$ cat config.mk
export PLATFORM = sky130hd
export DESIGN_NAME = rle_byte_pair_encoder_top_flat
export DESIGN_NICKNAME = d
export VERILOG_FILES = /design/src/design/rlebpe_pkg.sv /design/src/design/rlebpe_in_if.sv /design/src/design/rlebpe_out_if.sv /design/src/design/rlebpe_front.sv /design/src/design/rlebpe_queue.sv /design/src/design/rlebpe_back.sv /design/src/design/rle_byte_pair_encoder_top.sv /design/src/flat_wrapper.sv
export SDC_FILE = /design/constraint.sdc
export NUM_CORES = 1
export LEC_CHECK = 0
export ABC_AREA = 1
export BUFFER_PORTS_ARGS = -buffer_cell sky130_fd_sc_hd__buf_2
export CORE_UTILIZATION = 55
export CTS_CLUSTER_SIZE = 24
export DETAILED_ROUTE_END_ITERATION = 16
export PLACE_DENSITY_LB_ADDON = 0.12
export SYNTH_ARGS = -nofsm -noshare
export SYNTH_HDL_FRONTEND = slang
export SYNTH_SLANG_ARGS = --single-unit
export TNS_END_PERCENT = 30
$ cat constraint.sdc
create_clock -name clk -period 13.6 [get_ports clk]
set_input_delay 0.68 -clock clk [delete_from_list [all_inputs] [get_ports clk]]
set_output_delay 0.68 -clock clk [all_outputs]
set_load 0.02 [all_outputs]
$ cat src/design/rlebpe_pkg.sv
// ----------------------------------------------------------------------------
// rlebpe_pkg
// shared types and constants of the run-length byte pair encoder
// ----------------------------------------------------------------------------
package rlebpe_pkg;

  localparam int DATA_W        = 8;
  localparam int LIMIT_W       = 24;
  localparam int BYTES_W       = 25;
  localparam int RUN_MAX       = 255;
  localparam int PAIR_BYTES    = 2;
  localparam int LIMIT_RESET   = 1;
  localparam int QUEUE_DEPTH_D = 2;

  // one (count, value) pair as it leaves the block
  typedef struct packed {
    logic [DATA_W-1:0]  run_length;
    logic [DATA_W-1:0]  run_value;
    logic               end_of_block;
    logic               too_cluttered;
    logic [BYTES_W-1:0] out_bytes;
  } pair_t;

  // one request from the front: first pair always valid, second optional
  typedef struct packed {
    logic  second_valid;
    pair_t first;
    pair_t second;
  } req_t;

  typedef struct packed {
    logic full;
    logic empty;
  } q_stat_t;

endpackage

$ cat src/design/rlebpe_in_if.sv
// ----------------------------------------------------------------------------
// rlebpe_in_if
// source byte channel: valid, ready, byte and end-of-block flag
// ----------------------------------------------------------------------------
interface rlebpe_in_if;
  logic                       valid;
  logic                       ready;
  logic [rlebpe_pkg::DATA_W-1:0] data_byte;
  logic                       last_byte;

  modport source (output valid, output data_byte, output last_byte, input ready);
  modport sink   (input valid, input data_byte, input last_byte, output ready);
endinterface

$ cat src/design/rlebpe_out_if.sv
// ----------------------------------------------------------------------------
// rlebpe_out_if
// encoded pair channel: valid, ready and one (count, value) pair
// ----------------------------------------------------------------------------
interface rlebpe_out_if;
  logic                           valid;
  logic                           ready;
  logic [rlebpe_pkg::DATA_W-1:0]  run_length;
  logic [rlebpe_pkg::DATA_W-1:0]  run_value;
  logic                           end_of_block;
  logic                           too_cluttered;
  logic [rlebpe_pkg::BYTES_W-1:0] out_bytes;

  modport source (output valid, output run_length, output run_value,
                  output end_of_block, output too_cluttered, output out_bytes,
                  input ready);
  modport sink   (input valid, input run_length, input run_value,
                  input end_of_block, input too_cluttered, input out_bytes,
                  output ready);
endinterface

$ cat src/design/rlebpe_front.sv
// ----------------------------------------------------------------------------
// rlebpe_front
// run tracking: accepts source bytes and turns them into pair requests
// ----------------------------------------------------------------------------
module rlebpe_front (
  input  logic                          clk,
  input  logic                          rst_n,
  input  logic [rlebpe_pkg::LIMIT_W-1:0] source_length,
  rlebpe_in_if.sink                     in_ch,
  input  rlebpe_pkg::q_stat_t           q_stat,
  output logic                          push,
  output rlebpe_pkg::req_t              push_req
);
  import rlebpe_pkg::*;

  localparam logic [DATA_W-1:0]  RUN_MAX_V = DATA_W'(RUN_MAX);
  localparam logic [BYTES_W-1:0] INC1      = BYTES_W'(PAIR_BYTES);
  localparam logic [BYTES_W-1:0] INC2      = BYTES_W'(2 * PAIR_BYTES);

  logic [DATA_W-1:0]  cur_value_r, cur_value_nxt;
  logic [DATA_W-1:0]  run_count_r, run_count_nxt;
  logic [BYTES_W-1:0] bytes_r, bytes_nxt;
  logic               started_r, started_nxt;
  logic               aborted_r, aborted_nxt;

  logic               accept;
  logic [BYTES_W-1:0] bytes_one, bytes_two, limit;
  logic               clut_one, clut_two;
  logic [DATA_W-1:0]  b;
  logic               last;

  function automatic pair_t make_pair(input logic [DATA_W-1:0] len,
                                      input logic [DATA_W-1:0] val,
                                      input logic eob,
                                      input logic clut,
                                      input logic [BYTES_W-1:0] cnt);
    pair_t p;
    p.run_length    = len;
    p.run_value     = val;
    p.end_of_block  = eob | clut;
    p.too_cluttered = clut;
    p.out_bytes     = cnt;
    return p;
  endfunction

  assign in_ch.ready = !q_stat.full;
  assign accept      = in_ch.valid && in_ch.ready;
  assign b           = in_ch.data_byte;
  assign last        = in_ch.last_byte;

  assign limit     = BYTES_W'(source_length);
  assign bytes_one = bytes_r + INC1;
  assign bytes_two = bytes_r + INC2;
  assign clut_one  = bytes_one >= limit;
  assign clut_two  = bytes_two >= limit;

  always_comb begin
    cur_value_nxt = cur_value_r;
    run_count_nxt = run_count_r;
    bytes_nxt     = bytes_r;
    started_nxt   = started_r;
    aborted_nxt   = aborted_r;
    push          = 1'b0;
    push_req      = '0;
    if (accept) begin
      if (aborted_r) begin
        // rest of an aborted block is dropped, last byte closes it
        if (last) begin
          aborted_nxt = 1'b0;
          started_nxt = 1'b0;
          bytes_nxt   = '0;
          run_count_nxt = '0;
          cur_value_nxt = '0;
        end
      end else if (!started_r) begin
        if (last) begin
          push           = 1'b1;
          push_req.first = make_pair(DATA_W'(1), b, 1'b1, clut_one, bytes_one);
          started_nxt    = 1'b0;
          bytes_nxt      = '0;
          run_count_nxt  = '0;
          cur_value_nxt  = '0;
        end else begin
          started_nxt   = 1'b1;
          bytes_nxt     = '0;
          cur_value_nxt = b;
          run_count_nxt = DATA_W'(1);
        end
      end else if ((b != cur_value_r) || (run_count_r == RUN_MAX_V)) begin
        // value change or full run: the open run goes out
        push           = 1'b1;
        push_req.first = make_pair(run_count_r, cur_value_r, 1'b0, clut_one, bytes_one);
        if (clut_one || last) begin
          if (!clut_one) begin
            push_req.second_valid = 1'b1;
            push_req.second = make_pair(DATA_W'(1), b, 1'b1, clut_two, bytes_two);
          end
          aborted_nxt   = clut_one && !last;
          started_nxt   = clut_one && !last;
          bytes_nxt     = (clut_one && !last) ? bytes_one : '0;
          run_count_nxt = '0;
          cur_value_nxt = '0;
        end else begin
          bytes_nxt     = bytes_one;
          cur_value_nxt = b;
          run_count_nxt = DATA_W'(1);
        end
      end else begin
        if (last) begin
          push           = 1'b1;
          push_req.first = make_pair(run_count_r + DATA_W'(1), cur_value_r, 1'b1,
                                     clut_one, bytes_one);
          started_nxt    = 1'b0;
          bytes_nxt      = '0;
          run_count_nxt  = '0;
          cur_value_nxt  = '0;
        end else begin
          run_count_nxt = run_count_r + DATA_W'(1);
        end
      end
    end
  end

  always_ff @(posedge clk) begin
    if (!rst_n) begin
      cur_value_r <= '0;
      run_count_r <= '0;
      bytes_r     <= '0;
      started_r   <= 1'b0;
      aborted_r   <= 1'b0;
    end else begin
      cur_value_r <= cur_value_nxt;
      run_count_r <= run_count_nxt;
      bytes_r     <= bytes_nxt;
      started_r   <= started_nxt;
      aborted_r   <= aborted_nxt;
    end
  end

endmodule

$ cat src/design/rlebpe_queue.sv
// ----------------------------------------------------------------------------
// rlebpe_queue
// small request queue between front and back
// ----------------------------------------------------------------------------
module rlebpe_queue #(
  parameter int DEPTH = rlebpe_pkg::QUEUE_DEPTH_D
) (
  input  logic                clk,
  input  logic                rst_n,
  input  logic                push,
  input  rlebpe_pkg::req_t    push_req,
  input  logic                pop,
  output rlebpe_pkg::req_t    head,
  output rlebpe_pkg::q_stat_t stat
);
  import rlebpe_pkg::*;

  localparam int PTR_W = $clog2(DEPTH);
  localparam int CNT_W = $clog2(DEPTH + 1);
  localparam logic [PTR_W-1:0] LAST_PTR = PTR_W'(DEPTH - 1);
  localparam logic [CNT_W-1:0] FULL_CNT = CNT_W'(DEPTH);

  req_t             entry_r [DEPTH];
  logic [PTR_W-1:0] wr_ptr_r, wr_ptr_nxt;
  logic [PTR_W-1:0] rd_ptr_r, rd_ptr_nxt;
  logic [CNT_W-1:0] count_r, count_nxt;
  logic             do_push, do_pop;

  assign stat.full  = (count_r == FULL_CNT);
  assign stat.empty = (count_r == '0);
  assign do_push    = push && !stat.full;
  assign do_pop     = pop && !stat.empty;
  assign head       = entry_r[rd_ptr_r];

  always_comb begin
    wr_ptr_nxt = wr_ptr_r;
    rd_ptr_nxt = rd_ptr_r;
    count_nxt  = count_r;
    if (do_push) wr_ptr_nxt = (wr_ptr_r == LAST_PTR) ? '0 : wr_ptr_r + PTR_W'(1);
    if (do_pop)  rd_ptr_nxt = (rd_ptr_r == LAST_PTR) ? '0 : rd_ptr_r + PTR_W'(1);
    if (do_push && !do_pop)      count_nxt = count_r + CNT_W'(1);
    else if (!do_push && do_pop) count_nxt = count_r - CNT_W'(1);
  end

  always_ff @(posedge clk) begin
    if (!rst_n) begin
      wr_ptr_r <= '0;
      rd_ptr_r <= '0;
      count_r  <= '0;
    end else begin
      wr_ptr_r <= wr_ptr_nxt;
      rd_ptr_r <= rd_ptr_nxt;
      count_r  <= count_nxt;
    end
  end

  always_ff @(posedge clk) begin
    if (do_push) entry_r[wr_ptr_r] <= push_req;
  end

endmodule

$ cat src/design/rlebpe_back.sv
// ----------------------------------------------------------------------------
// rlebpe_back
// pair output: sends the one or two pairs of each request in order
// ----------------------------------------------------------------------------
module rlebpe_back (
  input  logic                clk,
  input  logic                rst_n,
  input  rlebpe_pkg::req_t    head,
  input  rlebpe_pkg::q_stat_t q_stat,
  output logic                pop,
  rlebpe_out_if.source        out_ch
);
  import rlebpe_pkg::*;

  logic  sel_r, sel_nxt;
  logic  hs;
  pair_t cur;

  assign cur                  = sel_r ? head.second : head.first;
  assign out_ch.valid         = !q_stat.empty;
  assign out_ch.run_length    = cur.run_length;
  assign out_ch.run_value     = cur.run_value;
  assign out_ch.end_of_block  = cur.end_of_block;
  assign out_ch.too_cluttered = cur.too_cluttered;
  assign out_ch.out_bytes     = cur.out_bytes;

  assign hs      = out_ch.valid && out_ch.ready;
  assign pop     = hs && (sel_r || !head.second_valid);
  assign sel_nxt = hs ? (!sel_r && head.second_valid) : sel_r;

  always_ff @(posedge clk) begin
    if (!rst_n) begin
      sel_r <= 1'b0;
    end else begin
      sel_r <= sel_nxt;
    end
  end

endmodule

$ cat src/design/rle_byte_pair_encoder_top.sv
// ----------------------------------------------------------------------------
// rle_byte_pair_encoder_top
// run-length encoder emitting (count, value) byte pairs per source block
// ----------------------------------------------------------------------------
// source bytes enter one per cycle on in_ch while the queue is not full, with
// last_byte on the final byte of a block; pairs leave one per cycle on out_ch
// while the sink is ready. a byte's pairs are queued before out_ch shows them.
// most bytes cause no pair or one pair; a final byte that ends a run yields
// two pairs, sent one after the other, so the sustained rate is one byte per
// cycle until pairs arrive faster than one per cycle, where the single output
// port sets the pace. a request queue of QUEUE_DEPTH entries lets the input
// keep going while a pair waits on a stalled sink. runs longer than 255 are
// split, and once the compressed size reaches source_length the pair that
// reaches it carries too_cluttered and end_of_block, and the rest of that
// block is dropped up to its last byte. the user writes source_length through
// cfg_we / cfg_wdata while the block is idle; the block does not enforce it.
// source_length resets to 1. no clearing pass is run after reset.
module rle_byte_pair_encoder_top #(
  parameter int QUEUE_DEPTH = rlebpe_pkg::QUEUE_DEPTH_D
) (
  input  logic                           clk,
  input  logic                           rst_n,
  input  logic                           cfg_we,
  input  logic [rlebpe_pkg::LIMIT_W-1:0] cfg_wdata,
  rlebpe_in_if.sink                      in_ch,
  rlebpe_out_if.source                   out_ch
);
  import rlebpe_pkg::*;

  // limit for the compressed size of a block
  logic [LIMIT_W-1:0] source_length_r;

  // front to back request queue
  logic    push, pop;
  req_t    push_req, head;
  q_stat_t q_stat;

  always_ff @(posedge clk) begin
    if (!rst_n) begin
      source_length_r <= LIMIT_W'(LIMIT_RESET);
    end else if (cfg_we) begin
      source_length_r <= cfg_wdata;
    end
  end

  // front: run tracking, size accounting and abort decision
  rlebpe_front u_front (
    .clk           (clk),
    .rst_n         (rst_n),
    .source_length (source_length_r),
    .in_ch         (in_ch),
    .q_stat        (q_stat),
    .push          (push),
    .push_req      (push_req)
  );

  // queue: decouples byte intake from pair output
  rlebpe_queue #(
    .DEPTH (QUEUE_DEPTH)
  ) u_queue (
    .clk      (clk),
    .rst_n    (rst_n),
    .push     (push),
    .push_req (push_req),
    .pop      (pop),
    .head     (head),
    .stat     (q_stat)
  );

  // back: sends the one or two pairs of each request
  rlebpe_back u_back (
    .clk    (clk),
    .rst_n  (rst_n),
    .head   (head),
    .q_stat (q_stat),
    .pop    (pop),
    .out_ch (out_ch)
  );

endmodule

$ cat src/flat_wrapper.sv
// flat-port wrapper written by rule: the top's interface ports become plain ports
module rle_byte_pair_encoder_top_flat import rlebpe_pkg::*;
#(
  parameter int QUEUE_DEPTH = rlebpe_pkg::QUEUE_DEPTH_D
)
  (clk, rst_n, cfg_we, cfg_wdata, in_ch_valid, in_ch_data_byte, in_ch_last_byte, in_ch_ready, out_ch_valid, out_ch_run_length, out_ch_run_value, out_ch_end_of_block, out_ch_too_cluttered, out_ch_out_bytes, out_ch_ready);
  rlebpe_in_if in_ch_i ();
  rlebpe_out_if out_ch_i ();
  input  logic clk;
  input  logic rst_n;
  input  logic cfg_we;
  input  logic [rlebpe_pkg::LIMIT_W-1:0] cfg_wdata;
  input wire logic [$bits(in_ch_i.valid)-1:0] in_ch_valid;
  input wire logic [$bits(in_ch_i.data_byte)-1:0] in_ch_data_byte;
  input wire logic [$bits(in_ch_i.last_byte)-1:0] in_ch_last_byte;
  output wire logic [$bits(in_ch_i.ready)-1:0] in_ch_ready;
  output wire logic [$bits(out_ch_i.valid)-1:0] out_ch_valid;
  output wire logic [$bits(out_ch_i.run_length)-1:0] out_ch_run_length;
  output wire logic [$bits(out_ch_i.run_value)-1:0] out_ch_run_value;
  output wire logic [$bits(out_ch_i.end_of_block)-1:0] out_ch_end_of_block;
  output wire logic [$bits(out_ch_i.too_cluttered)-1:0] out_ch_too_cluttered;
  output wire logic [$bits(out_ch_i.out_bytes)-1:0] out_ch_out_bytes;
  input wire logic [$bits(out_ch_i.ready)-1:0] out_ch_ready;
  assign in_ch_i.valid = in_ch_valid;
  assign in_ch_i.data_byte = in_ch_data_byte;
  assign in_ch_i.last_byte = in_ch_last_byte;
  assign in_ch_ready = in_ch_i.ready;
  assign out_ch_valid = out_ch_i.valid;
  assign out_ch_run_length = out_ch_i.run_length;
  assign out_ch_run_value = out_ch_i.run_value;
  assign out_ch_end_of_block = out_ch_i.end_of_block;
  assign out_ch_too_cluttered = out_ch_i.too_cluttered;
  assign out_ch_out_bytes = out_ch_i.out_bytes;
  assign out_ch_i.ready = out_ch_ready;
  rle_byte_pair_encoder_top #(.QUEUE_DEPTH(QUEUE_DEPTH)) u_core (.clk(clk), .rst_n(rst_n), .cfg_we(cfg_we), .cfg_wdata(cfg_wdata), .in_ch(in_ch_i), .out_ch(out_ch_i));
endmodule
==> metrics <==
highest attainable clock frequency 0.192 GHz; antenna violations before repair 0; share of post-route cells with drive strength above 1 12.4%; share of the synthesized area in the top cell type 38.0%; clock latency at the later pin of the worst-skew pair 0.52 ns; number of hold-slack violations in the final timing report 0; final hold slack 0.369 ns; DR WL met3 2.92 mm; largest net degree at the start of global routing 80; sequential cell area fraction in the yosys report 49.9%; setup repair after global routing missed its margin false; DRC marker count from the first detailed-route iteration 977; final critical-path share of the clock period 38.2%; quantity of gates resized following cts 0; class of the most critical hold timing path in2reg; Via density 5.76; async set-reset flop share out of synthesis 0%; drt drc 0; initial core utilization 56.3%; number of buffers added by the clock tree synthesis step 25; Row Count 54; worst clock skew on the final layout 0.0119 ns; hold buffer count at CTS 0; total number of nets in the final design 1557; I/O pin total 83; VDD IR-drop max 0.0966 mV; Worst Setup End Kind flip-flop; crit-path max cell delay 0.70 ns; htree depth 1; final design utilization 62.2%; Post-synth EDFFs 156; count of antenna-violating nets left after detailed routing 0; average cell area after synthesis 8.61 um^2; most used flip-flop cell after synthesis edfxtp_1; critical path type reg2reg; Setup Fix Bufs, Post-CTS 0; combinational group share of total power 26.9%; Net Switching 714 uW; power per standard cell area 154 nW/um^2; Clock Power Share 32.1%; Core Area 21900 um^2; GRT Total Usage 29.0%; CTS clock-pin slew for the worst setup and hold paths 0.06 ns; die extent in y 152 um; count of max-cap constraint violations 0; Mapped Nets 1521; DP HPWL 22.4 mm; die span in x 152 um; most frequent cell after synthesis nand2_1; switch share 34.1%; Least-Margin Pin Slew 0.993 ns; Slowest-stage cell, CP nand4_4; # diodes 0; cell count after synthesis 1432; Root Buffer clkbuf_16; uppermost routed layer met4; number of detailed-route iterations in the first pass 5; nature of the critical path startpoint flip-flop; required time at the worst-slack endpoint 13.90 ns; final setup violation count 0; Vias 10200; detailed-route wire length on metal 1 14.9 mm; total wire length after detailed routing 33.0 mm; first-pass GRT wire length 50.4 mm; most area-hungry cell type in the Yosys netlist edfxtp_1; FF+latch count, synth 229; Num Clock Sinks 229; final count of pins violating max slew 0; leak pwr 5.40 nW; met2 wire length 14.4 mm; GPL Wtd Cong 0.960; leading post-synthesis cells by cell area edfxtp_1 (38%), dfxtp_1 (12%), o21ai_0 (6.9%); TritonCTS clock tree built; min cycle time layout 5.20 ns; Netlist cell types 43; CP most frequent cell nand2_1; highest fanout seen on the critical path 35; Post-Synthesis Cell Area 12300 um^2; sequential share of power 41.0%; summed negative setup slack over all endpoints 0 ns; remaining global-route overflow 0; outcome finished clean; data arrival time at the worst-slack endpoint 5.49 ns; Synth warnings 0; overall die area 23000 um^2; layout-stage area growth over the synthesis result 10.5%; count of input and output buffers 82; Max transition margin 33.4%; final routed wire length divided by cell count 18.7 um; internal power 1.38 mW; via count of the first global-routing pass 9068; total of fill cells in the finished design 1916; list of cells traversed by the critical path ha_1 > nand2_1 > inv_1 > nand2_1 > nor2_1 > nand2_1 > xor2_1 > inv_1 > ha_1 > a21oi_1 > nor2_1 > nor3_1 > nand2_1 > a21oi_1 > nor2_1 > nor2_4 > nand4_4 > nor3_1; number of buffers between clock root and the deepest sink 3; leading post-synthesis cells by instance count nand2_1 (188), nor2_1 (175), o21ai_0 (170), edfxtp_1 (156), inv_1 (155)
placed cells by master, fill, tap and decap left out, drive strengths merged, types with 32 or more instances in the layout:
master / Yosys / routed
dfxtp: 73 / 73
o22ai: 34 / 34
clkbuf: 54 / 32
nand2: 196 / 196
a21oi: 111 / 111
buf: 30 / 93
o21ai: 170 / 170
inv: 158 / 159
ha: 51 / 51
nor2: 210 / 210
edfxtp: 156 / 156
nand3: 49 / 49
cell families (layout without fill, tap and decap cells):
kind of cell | after synthesis | count (layout) | synth area share [%]
fa+ha+maj | 51 | 51 | 5.18
xor+xnor | 45 | 45 | 3.20
buf+inv | 244 | 298 | 8.09
simple gates | 499 | 499 | 17.6
flops | 229 | 229 | 49.9
mux | 1 | 1 | 0.0812
compound gates | 363 | 363 | 16.0
power groups by stage:
stage          Combinational, mW  Sequential [mW]  Clock [mW]
2_1_floorplan              0.402            0.855           0
3_3_place_gp               0.554            0.870           0
3_5_place_dp               0.560            0.872           0
4_1_cts                    0.562            0.857       0.681
5_1_grt                    0.628            0.866       0.703
6_report                   0.564            0.859       0.672
area by class of cell:
class                   instances  area, um^2  share of cell area, %
clock buffers                  32         694                   5.10
well taps                     280         350                   2.57
multi-input cells             959        5210                   38.2
repair buffers                 93         493                   3.62
clock inverters                13         129                  0.946
flip-flops and latches        229        6150                   45.1
inverters                     160         601                   4.41
flip-flops by register name, indices dropped and copies added (netlist names), 2 cells and up, named ones only:
register	cells
u_core.source_length_r	24
u_core.u_front.bytes_r	25
u_core.u_front.cur_value_r	8
u_core.u_front.run_count_r	8
u_core.u_queue.count_r	2
u_core.u_queue.entry_r	156
routing by layer:
metal	track usage (%)	vias up
li1	-	4954
met5	0	-
met3	4.28	56
met2	42.8	441
met1	43.9	4727
met4	8.32	0
per-stage QoR:
step,setup slack [ns],std cells,area [um^2],power [mW]
after floorplan,8.13,1432,12300,1.26
after global placement,8.51,1721,12800,1.42
after global routing,7.98,1766,13600,2.20
after CTS,8.48,1766,13600,2.10
final,8.40,1766,13600,2.09
after detailed placement,8.52,1721,12800,1.43
final timing paths:
check / startpoint / endpoint / slack (ns) / depth (start not counted)
worst min register to register: u_core.u_queue.rd_ptr_r$_SDFFE_PN0P_ / flip-flop / 0.45 / 1
worst min-delay path: cfg_wdata[0] / u_core.source_length_r[0]$_SDFFE_PN1P_ / 0.37 / 3
worst max-delay path: u_core.u_front.bytes_r[2]$_SDFFE_PN0P_ / u_core.u_queue.entry_r[0][18]$_DFFE_PP_ / 8.40 / 18
worst max register to register: u_core.u_front.bytes_r[2]$_SDFFE_PN0P_ / u_core.u_queue.entry_r[0][18]$_DFFE_PP_ / 8.40 / 18
worst max-delay path, delay by kind of cell (launching register included):
kind / cells / cell delay [ns]
DFF: 1 / 0.48
adders and majority gates: 2 / 0.54
xor gates and xnor gates: 1 / 0.43
and+or+nand+nor: 11 / 2.90
AOI/OAI and AO/OA: 2 / 0.37
buffers and inverters: 2 / 0.22
No activity file was read; power rests on OpenSTA's default activity.
